<file path="src/design/ghrf_pkg.sv">
package ghrf_pkg;

    localparam int GYRO_W    = 16;
    localparam int ELAPSED_W = 20;
    localparam int ECHO_W    = 13;
    localparam int BIAS_W    = 20;
    localparam int DB_W      = 19;
    localparam int HEAD_W    = 64;
    localparam int RATE_W    = 21;
    localparam int PROD_W    = RATE_W + ELAPSED_W + 1;

    localparam int APB_ADDR_W = 4;
    localparam int APB_DATA_W = 32;

    typedef enum logic [1:0] {
        REG_GYRO_BIAS = 2'd0,
        REG_DEADBAND  = 2'd1,
        REG_EMERGENCY = 2'd2,
        REG_NONE      = 2'd3
    } reg_index_t;

    localparam logic [ECHO_W-1:0] EMERGENCY_RESET = 13'd294;

    typedef enum logic [2:0] {
        ST_IDLE,
        ST_RATE,
        ST_MUL,
        ST_ACC,
        ST_SUM,
        ST_DSTART,
        ST_DIV,
        ST_OUT
    } state_t;

    typedef struct packed {
        logic load;
        logic rate;
        logic mul;
        logic acc;
        logic sum_step;
        logic div_start;
        logic fin;
        logic out_load;
    } cmd_t;

    typedef struct packed {
        logic hist_write;
        logic sum_last;
        logic div_done;
    } sts_t;

endpackage

</file>
<file path="src/design/ghrf_div.sv">
module ghrf_div #(
    parameter int DVD_W = 16,
    parameter int DVS_W = 3
) (
    input  logic             clk,
    input  logic             rst_n,
    input  logic             start,
    input  logic [DVD_W-1:0] dividend,
    input  logic [DVS_W-1:0] divisor,
    output logic [DVD_W-1:0] quotient,
    output logic             done
);

    localparam int CNT_W = $clog2(DVD_W + 1);

    logic [CNT_W-1:0] cnt_reg;
    logic [CNT_W-1:0] cnt_next;
    logic [DVS_W-1:0] rem_reg;
    logic [DVS_W-1:0] rem_next;
    logic [DVD_W-1:0] quo_reg;
    logic [DVD_W-1:0] quo_next;
    logic [DVS_W:0]   trial;

    // Restoring division, one quotient bit per cycle, most significant first.
    always_comb
    begin
        trial    = {rem_reg, quo_reg[DVD_W-1]};
        cnt_next = cnt_reg;
        rem_next = rem_reg;
        quo_next = quo_reg;
        if (start)
        begin
            cnt_next = CNT_W'(DVD_W);
            rem_next = '0;
            quo_next = dividend;
        end
        else if (cnt_reg != '0)
        begin
            cnt_next = cnt_reg - 1'b1;
            if (trial >= {1'b0, divisor})
            begin
                rem_next = DVS_W'(trial - {1'b0, divisor});
                quo_next = {quo_reg[DVD_W-2:0], 1'b1};
            end
            else
            begin
                rem_next = trial[DVS_W-1:0];
                quo_next = {quo_reg[DVD_W-2:0], 1'b0};
            end
        end
    end

    always_ff @(posedge clk or negedge rst_n)
    begin
        if (!rst_n)
        begin
            cnt_reg <= '0;
        end
        else
        begin
            cnt_reg <= cnt_next;
        end
    end

    always_ff @(posedge clk)
    begin
        rem_reg <= rem_next;
        quo_reg <= quo_next;
    end

    assign quotient = quo_reg;
    assign done     = (cnt_reg == '0);

endmodule

</file>
<file path="src/design/ghrf_ctrl.sv">
module ghrf_ctrl (
    input  logic           clk,
    input  logic           rst_n,
    input  logic           in_valid,
    output logic           in_stall,
    output logic           out_valid,
    input  logic           out_stall,
    input  ghrf_pkg::sts_t sts,
    output ghrf_pkg::cmd_t cmd
);

    import ghrf_pkg::*;

    state_t state_reg;
    state_t state_next;
    logic   out_valid_reg;
    logic   out_valid_next;

    always_ff @(posedge clk or negedge rst_n)
    begin
        if (!rst_n)
        begin
            state_reg     <= ST_IDLE;
            out_valid_reg <= 1'b0;
        end
        else
        begin
            state_reg     <= state_next;
            out_valid_reg <= out_valid_next;
        end
    end

    always_comb
    begin
        state_next = state_reg;
        cmd        = '0;
        unique case (state_reg)
            ST_IDLE:
            begin
                if (in_valid)
                begin
                    cmd.load   = 1'b1;
                    state_next = ST_RATE;
                end
            end
            ST_RATE:
            begin
                cmd.rate   = 1'b1;
                state_next = ST_MUL;
            end
            ST_MUL:
            begin
                cmd.mul    = 1'b1;
                state_next = ST_ACC;
            end
            ST_ACC:
            begin
                cmd.acc    = 1'b1;
                state_next = sts.hist_write ? ST_SUM : ST_OUT;
            end
            ST_SUM:
            begin
                cmd.sum_step = 1'b1;
                if (sts.sum_last)
                begin
                    state_next = ST_DSTART;
                end
            end
            ST_DSTART:
            begin
                cmd.div_start = 1'b1;
                state_next    = ST_DIV;
            end
            ST_DIV:
            begin
                if (sts.div_done)
                begin
                    cmd.fin    = 1'b1;
                    state_next = ST_OUT;
                end
            end
            ST_OUT:
            begin
                if (!out_valid_reg || !out_stall)
                begin
                    cmd.out_load = 1'b1;
                    state_next   = ST_IDLE;
                end
            end
            default:
            begin
                state_next = ST_IDLE;
            end
        endcase
    end

    always_comb
    begin
        out_valid_next = out_valid_reg;
        if (cmd.out_load)
        begin
            out_valid_next = 1'b1;
        end
        else if (out_valid_reg && !out_stall)
        begin
            out_valid_next = 1'b0;
        end
    end

    assign in_stall  = (state_reg != ST_IDLE);
    assign out_valid = out_valid_reg;

endmodule

</file>
<file path="src/design/ghrf_dp.sv">
module ghrf_dp #(
    parameter int HISTORY_DEPTH = 5,
    parameter int SONAR_PERIOD  = 5
) (
    input  logic                                   clk,
    input  logic                                   rst_n,
    input  ghrf_pkg::cmd_t                         cmd,
    output ghrf_pkg::sts_t                         sts,
    input  logic signed [ghrf_pkg::BIAS_W-1:0]     gyro_bias,
    input  logic        [ghrf_pkg::DB_W-1:0]       deadband,
    input  logic        [ghrf_pkg::ECHO_W-1:0]     emergency_echo_us,
    input  logic signed [ghrf_pkg::GYRO_W-1:0]     gyro_raw,
    input  logic                                   gyro_ok,
    input  logic        [ghrf_pkg::ELAPSED_W-1:0]  elapsed_us,
    input  logic        [ghrf_pkg::ECHO_W-1:0]     echo_us,
    input  logic                                   motor_running,
    output logic signed [ghrf_pkg::HEAD_W-1:0]     heading_acc,
    output logic        [ghrf_pkg::ECHO_W-1:0]     echo_avg_us,
    output logic                                   range_ok,
    output logic                                   stop_request,
    output logic                                   sonar_step
);

    import ghrf_pkg::*;

    localparam int IDX_W  = (HISTORY_DEPTH > 1) ? $clog2(HISTORY_DEPTH) : 1;
    localparam int CNT_W  = $clog2(HISTORY_DEPTH + 1);
    localparam int SUM_W  = ECHO_W + CNT_W;
    localparam int TICK_W = (SONAR_PERIOD > 1) ? $clog2(SONAR_PERIOD) : 1;

    logic signed [GYRO_W-1:0]    raw_reg;
    logic                        ok_reg;
    logic        [ELAPSED_W-1:0] elapsed_reg;
    logic        [ECHO_W-1:0]    echo_reg;
    logic                        motor_reg;

    logic signed [RATE_W-1:0]    rate_reg;
    logic signed [PROD_W-1:0]    prod_reg;

    logic signed [HEAD_W-1:0]    heading_reg;
    logic signed [HEAD_W-1:0]    heading_next;
    logic        [TICK_W-1:0]    tick_reg;
    logic        [IDX_W-1:0]     slot_reg;
    logic        [HISTORY_DEPTH-1:0] hvalid_reg;
    logic        [ECHO_W-1:0]    hist_reg [HISTORY_DEPTH];
    logic        [ECHO_W-1:0]    range_reg;
    logic                        flag_reg;
    logic                        stop_reg;
    logic                        sonar_reg;

    logic        [IDX_W-1:0]     idx_reg;
    logic        [SUM_W-1:0]     sum_reg;
    logic        [CNT_W-1:0]     cnt_reg;

    logic signed [RATE_W-1:0]    rate_raw;
    logic        [RATE_W-1:0]    rate_mag;
    logic signed [HEAD_W:0]      sat_sum;
    logic                        tick_wrap;
    logic                        active;

    logic        [SUM_W-1:0]     quotient;
    logic                        div_done;

    ghrf_div #(
        .DVD_W (SUM_W),
        .DVS_W (CNT_W)
    ) u_div (
        .clk      (clk),
        .rst_n    (rst_n),
        .start    (cmd.div_start),
        .dividend (sum_reg),
        .divisor  (cnt_reg),
        .quotient (quotient),
        .done     (div_done)
    );

    always_comb
    begin
        rate_raw = RATE_W'(raw_reg) * RATE_W'(16) - RATE_W'(gyro_bias);
        rate_mag = rate_raw[RATE_W-1] ? RATE_W'(-rate_raw) : RATE_W'(rate_raw);
        sat_sum  = {heading_reg[HEAD_W-1], heading_reg}
                 + (HEAD_W + 1)'(prod_reg);
        if (sat_sum[HEAD_W] != sat_sum[HEAD_W-1])
        begin
            heading_next = sat_sum[HEAD_W] ? {1'b1, {(HEAD_W-1){1'b0}}}
                                           : {1'b0, {(HEAD_W-1){1'b1}}};
        end
        else
        begin
            heading_next = sat_sum[HEAD_W-1:0];
        end
        active    = (elapsed_reg != '0);
        tick_wrap = (tick_reg == TICK_W'(SONAR_PERIOD - 1));
    end

    assign sts.hist_write = active && tick_wrap && (echo_reg != '0);
    assign sts.sum_last   = (idx_reg == IDX_W'(HISTORY_DEPTH - 1));
    assign sts.div_done   = div_done;

    always_ff @(posedge clk)
    begin
        if (cmd.load)
        begin
            raw_reg     <= gyro_raw;
            ok_reg      <= gyro_ok;
            elapsed_reg <= elapsed_us;
            echo_reg    <= echo_us;
            motor_reg   <= motor_running;
        end
        if (cmd.rate)
        begin
            if (!ok_reg || (rate_mag < RATE_W'(deadband)))
            begin
                rate_reg <= '0;
            end
            else
            begin
                rate_reg <= rate_raw;
            end
        end
        if (cmd.mul)
        begin
            prod_reg <= rate_reg * $signed({1'b0, elapsed_reg});
        end
        if (cmd.acc && sts.hist_write)
        begin
            hist_reg[slot_reg] <= echo_reg;
        end
        if (cmd.out_load)
        begin
            heading_acc  <= heading_reg;
            echo_avg_us  <= flag_reg ? range_reg : '0;
            range_ok     <= flag_reg;
            stop_request <= stop_reg;
            sonar_step   <= sonar_reg;
        end
    end

    always_ff @(posedge clk or negedge rst_n)
    begin
        if (!rst_n)
        begin
            heading_reg <= '0;
            tick_reg    <= '0;
            slot_reg    <= '0;
            hvalid_reg  <= '0;
            range_reg   <= '0;
            flag_reg    <= 1'b0;
            stop_reg    <= 1'b0;
            sonar_reg   <= 1'b0;
            idx_reg     <= '0;
            sum_reg     <= '0;
            cnt_reg     <= '0;
        end
        else
        begin
            if (cmd.acc)
            begin
                heading_reg <= heading_next;
                stop_reg    <= 1'b0;
                sonar_reg   <= active && tick_wrap;
                idx_reg     <= '0;
                sum_reg     <= '0;
                cnt_reg     <= '0;
                if (active)
                begin
                    tick_reg <= tick_wrap ? '0 : tick_reg + 1'b1;
                    if (tick_wrap && (echo_reg == '0))
                    begin
                        range_reg <= '0;
                        flag_reg  <= 1'b0;
                    end
                end
                if (sts.hist_write)
                begin
                    hvalid_reg[slot_reg] <= 1'b1;
                    slot_reg <= (slot_reg == IDX_W'(HISTORY_DEPTH - 1)) ? '0
                                                                        : slot_reg + 1'b1;
                end
            end
            if (cmd.sum_step)
            begin
                if (hvalid_reg[idx_reg])
                begin
                    sum_reg <= sum_reg + SUM_W'(hist_reg[idx_reg]);
                    cnt_reg <= cnt_reg + 1'b1;
                end
                idx_reg <= idx_reg + 1'b1;
            end
            if (cmd.fin)
            begin
                if (cnt_reg != '0)
                begin
                    range_reg <= quotient[ECHO_W-1:0];
                    flag_reg  <= 1'b1;
                    stop_reg  <= motor_reg && (quotient[ECHO_W-1:0] < emergency_echo_us);
                end
                else
                begin
                    range_reg <= '0;
                    flag_reg  <= 1'b0;
                end
            end
        end
    end

endmodule

</file>
<file path="src/design/gyro_heading_and_range_filter.sv">
// Integrates the gyro Z rate into a saturating 64-bit heading accumulator and keeps
// a moving average of the ultrasonic echo width taken every SONAR_PERIOD-th tick,
// raising a stop request when a valid average falls below the emergency threshold
// while the motor runs. Each tick request yields exactly one result. A tick that
// does not add an echo to the history passes through the load, rate, multiply,
// accumulate and output states; one that does also runs the serial sweep over the
// history and the bit-per-cycle divider that forms the average. A new request is
// taken while a finished result still waits in the output register.
module gyro_heading_and_range_filter #(
    parameter int HISTORY_DEPTH = 5,
    parameter int SONAR_PERIOD  = 5
) (
    input  logic                                      clk,
    input  logic                                      rst_n,
    input  logic                                      psel,
    input  logic                                      penable,
    input  logic                                      pwrite,
    input  logic        [ghrf_pkg::APB_ADDR_W-1:0]    paddr,
    input  logic        [ghrf_pkg::APB_DATA_W-1:0]    pwdata,
    output logic        [ghrf_pkg::APB_DATA_W-1:0]    prdata,
    output logic                                      pready,
    input  logic                                      in_valid,
    output logic                                      in_stall,
    input  logic signed [ghrf_pkg::GYRO_W-1:0]        gyro_raw,
    input  logic                                      gyro_ok,
    input  logic        [ghrf_pkg::ELAPSED_W-1:0]     elapsed_us,
    input  logic        [ghrf_pkg::ECHO_W-1:0]        echo_us,
    input  logic                                      motor_running,
    output logic                                      out_valid,
    input  logic                                      out_stall,
    output logic signed [ghrf_pkg::HEAD_W-1:0]        heading_acc,
    output logic        [ghrf_pkg::ECHO_W-1:0]        echo_avg_us,
    output logic                                      range_ok,
    output logic                                      stop_request,
    output logic                                      sonar_step
);

    import ghrf_pkg::*;

    logic signed [BIAS_W-1:0] bias_reg;
    logic        [DB_W-1:0]   deadband_reg;
    logic        [ECHO_W-1:0] emergency_reg;
    reg_index_t               reg_idx;
    logic                     cfg_write;
    cmd_t                     cmd;
    sts_t                     sts;

    assign reg_idx   = reg_index_t'(paddr[3:2]);
    assign cfg_write = psel && penable && pwrite;
    assign pready    = 1'b1;

    always_ff @(posedge clk or negedge rst_n)
    begin
        if (!rst_n)
        begin
            bias_reg      <= '0;
            deadband_reg  <= '0;
            emergency_reg <= EMERGENCY_RESET;
        end
        else if (cfg_write)
        begin
            unique case (reg_idx)
                REG_GYRO_BIAS: bias_reg      <= pwdata[BIAS_W-1:0];
                REG_DEADBAND:  deadband_reg  <= pwdata[DB_W-1:0];
                REG_EMERGENCY: emergency_reg <= pwdata[ECHO_W-1:0];
                REG_NONE:      ;
                default:       ;
            endcase
        end
    end

    always_comb
    begin
        unique case (reg_idx)
            REG_GYRO_BIAS: prdata = APB_DATA_W'(bias_reg);
            REG_DEADBAND:  prdata = APB_DATA_W'(deadband_reg);
            REG_EMERGENCY: prdata = APB_DATA_W'(emergency_reg);
            REG_NONE:      prdata = '0;
            default:       prdata = '0;
        endcase
    end

    ghrf_ctrl u_ctrl (
        .clk       (clk),
        .rst_n     (rst_n),
        .in_valid  (in_valid),
        .in_stall  (in_stall),
        .out_valid (out_valid),
        .out_stall (out_stall),
        .sts       (sts),
        .cmd       (cmd)
    );

    ghrf_dp #(
        .HISTORY_DEPTH (HISTORY_DEPTH),
        .SONAR_PERIOD  (SONAR_PERIOD)
    ) u_dp (
        .clk               (clk),
        .rst_n             (rst_n),
        .cmd               (cmd),
        .sts               (sts),
        .gyro_bias         (bias_reg),
        .deadband          (deadband_reg),
        .emergency_echo_us (emergency_reg),
        .gyro_raw          (gyro_raw),
        .gyro_ok           (gyro_ok),
        .elapsed_us        (elapsed_us),
        .echo_us           (echo_us),
        .motor_running     (motor_running),
        .heading_acc       (heading_acc),
        .echo_avg_us       (echo_avg_us),
        .range_ok          (range_ok),
        .stop_request      (stop_request),
        .sonar_step        (sonar_step)
    );

endmodule

</file>
<file path="config.mk">
export PLATFORM = sky130hd
export DESIGN_NAME = gyro_heading_and_range_filter
export DESIGN_NICKNAME = d
export VERILOG_FILES = /design/src/design/ghrf_pkg.sv /design/src/design/ghrf_div.sv /design/src/design/ghrf_ctrl.sv /design/src/design/ghrf_dp.sv /design/src/design/gyro_heading_and_range_filter.sv
export SDC_FILE = /design/constraint.sdc
export NUM_CORES = 2
export LEC_CHECK = 0
export BUFFER_PORTS_ARGS = -buffer_cell sky130_fd_sc_hd__buf_2
export CORE_UTILIZATION = 60
export CTS_CLUSTER_DIAMETER = 150
export DETAILED_ROUTE_END_ITERATION = 7
export PLACE_DENSITY = 0.78
export SLEW_MARGIN = 20
export SYNTH_ARGS = -nofsm -noshare
export SYNTH_HDL_FRONTEND = slang
export SYNTH_SLANG_ARGS = --single-unit
</file>
<file path="constraint.sdc">
create_clock -name clk -period 22.9 [get_ports clk]
set_clock_uncertainty 0.15 [all_clocks]
set_input_delay 4.58 -clock clk [delete_from_list [all_inputs] [get_ports clk]]
set_output_delay 4.58 -clock clk [all_outputs]
set_load 0.02 [all_outputs]
</file>
# Word level (Yosys, flattened, before mapping)
# Memory sizes are Yosys's and may differ from the RTL's.
# Index checks and enable logic that the tools add are counted.
# op_classes
addsub	10
mul	1
magnitude_cmp	6
n_eq_ne	18
n_mux	58
bitwise_logic	1
reduce_logical	36
# op_table
operator	count
$mux 64	2
$pmux 32 s4	1
$mux 16	5
$add 64x42->65	1
$mux 13	5
$mul 21x21->42	1
$mux 3	12
$mux 1	26
$pmux 3 s8	1
$eq 3x3->1 const B	7
$lt 21x19->1	1
$mux 21	1
$neg 21->21	1
$sub 20x20->21	1
$reduce_bool 20->1	1
$add 16x13->16	1
$logic_not 13->1	1
$lt 13x13->1	1
$reduce_bool 13->1	1
$add 3x1->3 const B	4
$reduce_bool 2->1	6
$mux 5	2
$reduce_and 2->1	5
$logic_and 1x1->1	9
25 further kinds	34
# word_totals
regBits	387
ramBits	65
input_bits	94
output_inout_bits	115
word_cells	162
n_memories	1
# memory_table
memory	depth	word_bits	read_ports	rd_clocked_by_memory_dff	write_ports	line	rtl
u_dp.hist_reg	5	13	1	0	1	ghrf_dp.sv:45	logic [ECHO_W-1:0] hist_reg [HISTORY_DEPTH];

# Logic depth before layout (Yosys ltp)
# depth
word_depth	6
ltp_mapped	27
mapped_depth_nobuf	26

# By module
# From an unflattened synthesis, not the netlist that was laid out.
# unflattened
hier_cells	3769
hier_area_um2	39153.8
# by_module_without_submodules
module	instances	cells_each	area_each_um2	seq_area_each_um2
ghrf_dp	1	3464	35225.0	10605.2
gyro_heading_and_range_filter	1	186	2517.4	1306.3
ghrf_div	1	87	1158.6	665.6
ghrf_ctrl	1	32	252.7	100.1

# Worst setup path before layout
# No wires, ideal clock.
# synth_path
path_kind	in2out
startpoint	input paddr[2] in the netlist's numbering
endpoint	output prdata[20] in the netlist's numbering
t_arrival_ns	6.441
t_required_ns	18.170
setup_slack_ns	11.729
stages	4
path_buffers	3
cell_sequence	clkbuf_1 > clkbuf_1 > nor3_1 > buf_4
# synth_between
elab_chain_cells	2
word_cells_on_any_way	5
classes_between	eq/ne: 3; mux: 1; reduce/logical: 1
# synth_rtl
item	line	rtl
from (decl)	gyro_heading_and_range_filter.sv:18	input logic [ghrf_pkg::APB_ADDR_W-1:0] paddr,
$eq 2x2->1, or another cell as far along	gyro_heading_and_range_filter.sv:74	unique case (reg_idx)
$pmux 32 s4 (*)	gyro_heading_and_range_filter.sv:74	
to (decl)	gyro_heading_and_range_filter.sv:20	output logic [ghrf_pkg::APB_DATA_W-1:0] prdata,
# Mark *: on every way between the ends. The rest lies on a longest branch, timed or not.

# Worst setup path after layout
# layout_path
startpoint	input paddr[2] in the netlist's numbering
endpoint	output prdata[9] in the netlist's numbering
# The elaborated chain is that of the path after synthesis.

==> results.yml <==
status:
  status: "complete, no violations"
timing:
  slew_viol_final: 0
  timing.final.crit_share: 0.479
  slew_headroom: 0.279
  setup_violations: 0
  finalCriticalPeriod_ns: 10.97
  hold_viol: 0
  tns_ns: 0
  rsz0062_at_grt: "false"
  timing.fmax_mhz: 91.2
  tightestPinTransition_ns: 1.08
clock_network:
  numCtsBuffers: 51
  cts_resized: 0
  cts_tree: "yes"
  cts_setup_buffers: 0
  clkTransAtPathRegs_ns: 0.06
  clock_sinks: 452
  clkLatencyLatePin_ns: 0.66
  clockRootBuffer: "clkbuf_16"
  cts.htree.levels: 2
  cts_max_path_buffers: 3
  ctsHoldBuffers: 0
synth:
  yosysTopAreaCell: "fa_1"
  yosys-top-cells-area: "fa_1 (22%), edfxtp_1 (21%), dfrtp_1 (11%)"
  synthArstFlopShare: 0.385
  synth.top_cell.area_share: 0.223
  seq_area_frac_synth: 0.321
  synth.distinct_cells: 89
  ys.warnings.count: 0
  yosys_most_used_dff: "edfxtp_1"
  synth_cells: 3899
  netlist_area_sq_um: 39500
  avgSynthCellArea_sq_um: 10.1
  ys_seq_elements: 452
  syn_nets: 4682
  synth-edff-count: 275
worst_setup_path:
  startpoint_type: "input port"
  end_kind: "primary output"
  cp.arrival_ns: 6.24
  critical_path_class: "input port to primary output"
  required_ns: 18.17
  cp_max_fo: 24
global_routing:
  grt_overflow: 0
  gr-usage-all-layers: 0.290
  grt_max_degree: 86
  antenna_found_initial: 0
  grt_pass1_wl_um: 153000
  grt_pass1_vias: 29000
final_layout:
  drive_above_1_share: 0.104
  final_cell_mix: "inv_1 (534), fa_1 (440), nand2_1 (425)"
  nets: 4767
  utilization: 0.662
  nFillCells: 4926
  antenna_cells: 0
  layout_commonest_cell: "inv_1"
  largest_reg_flops: 65
  syn2layout_area_growth_pct: 8.47
drt:
  dr.pass1.iters: 5
  antenna_left: 0
  route.detailed.drc: 0
  wl_um: 95000
  drt_iter0_markers: 2346
  wl_per_cell_um: 19.5
  vias: 28500
  vias_per_cell: 5.83
floorplanning:
  rows: 93
  start_util: 0.610
  die_w_um: 259
  dieHeight_um: 259
  pin_count: 209
  die_area_sq_um: 66900
  coreArea_sq_um: 64800
placement:
  port-buffer-count: 193
  gp_congestion: 0.917
  dp_hpwl_um: 70500
job:
  drv_cap: 0
min_path:
  hp-class: "register to register"
## cell usage after synthesis (10+ instances only)
library cell	count
inv_1	534
fa_1	440
nand2_1	425
and2_1	287
edfxtp_1	275
ha_1	249
o21ai_0	221
a21oi_1	195
dfrtp_1	170
clkbuf_1	163
nor2_1	122
xnor2_1	96
a21o_1	76
nand3_1	52
xor2_1	40
nor3_1	39
mux2_2	35
mux2i_1	27
nand4_1	25
o21ai_1	20
a211oi_1	19
nand2b_1	19
nor2b_1	19
and3_1	18
o211ai_1	17
o21bai_1	17
or3_1	16
a31oi_1	15
nor4_1	15
o21a_1	15
a22o_1	14
mux4_2	14
buf_4	13
a21boi_0	11
nor3b_1	11
or2_2	11
nor2_2	10
## worst paths after layout
kind | start | to | slack, ns | cells past startpoint
hold reg to reg | u_dp.sonar_reg | u_dp.sonar_step | 0.32 | 0
hold / removal | u_dp.sonar_reg | u_dp.sonar_step | 0.32 | 0
setup / recovery | paddr[2] | prdata[9] | 11.93 | 5
max in group asynchronous | rst_n | deadband_reg[5] | 16.77 | 3
setup reg to reg | u_dp.elapsed_reg[4] | u_dp.prod_reg[40] | 14.31 | 25
min in group asynchronous | rst_n | u_dp.heading_reg[48] | 3.76 | 1
## layout make-up
type	count	area [sq um]	share of cell area
clock buffers	61	1330	0.0311
clock inverters	34	408	0.00951
inverters	534	2000	0.0467
multi-input cells	2720	24200	0.563
flip-flops and latches	452	12700	0.296
well taps	855	1070	0.0249
repair buffers	225	1230	0.0287
## through the flow
step	std cells	cell area, sq um	hold WS, ns	worst slack [ns]
finish	4881	42900	0.320	11.93
global route	4881	42900	0.317	11.80
CTS	4880	42900	0.319	11.97
detailed placement	4785	41100	0.301	11.99
global placement	4785	41100	0.281	12.00
floorplan	3899	39500	0.275	11.73
## metal layers
metal / up-vias / share of wire / track usage
met4: 0 / 0.036 / 0.106
met2: 1056 / 0.48 / 0.479
met3: 186 / 0.065 / 0.0355
met1: 14100 / 0.42 / 0.397
li1: 13100 / - / -
met5: - / 0 / 0
## worst max-delay path: stages
cell and delay, ns:
buf_2 0.35, nor2b_1 0.87, nand2_1 0.09, o21ai_0 0.13, buf_2 0.21
## kinds of logic after synthesis
| logic type | Yosys count | synth area share |
|---|---|---|
| AND/OR/NAND/NOR | 1097 | 0.138 |
| buffers and inverters | 727 | 0.0709 |
| AO/OA/AOI/OAI | 716 | 0.112 |
| adder cells (fa/ha/maj) | 693 | 0.303 |
| flip-flops | 452 | 0.321 |
| XOR/XNOR | 137 | 0.0305 |
| multiplexers | 76 | 0.0248 |
| other | 1 | 0.0000948 |
Power is left out: the tool's default activity adds up to more than one toggle a clock period on the data nets, which glitch-free logic cannot reach.
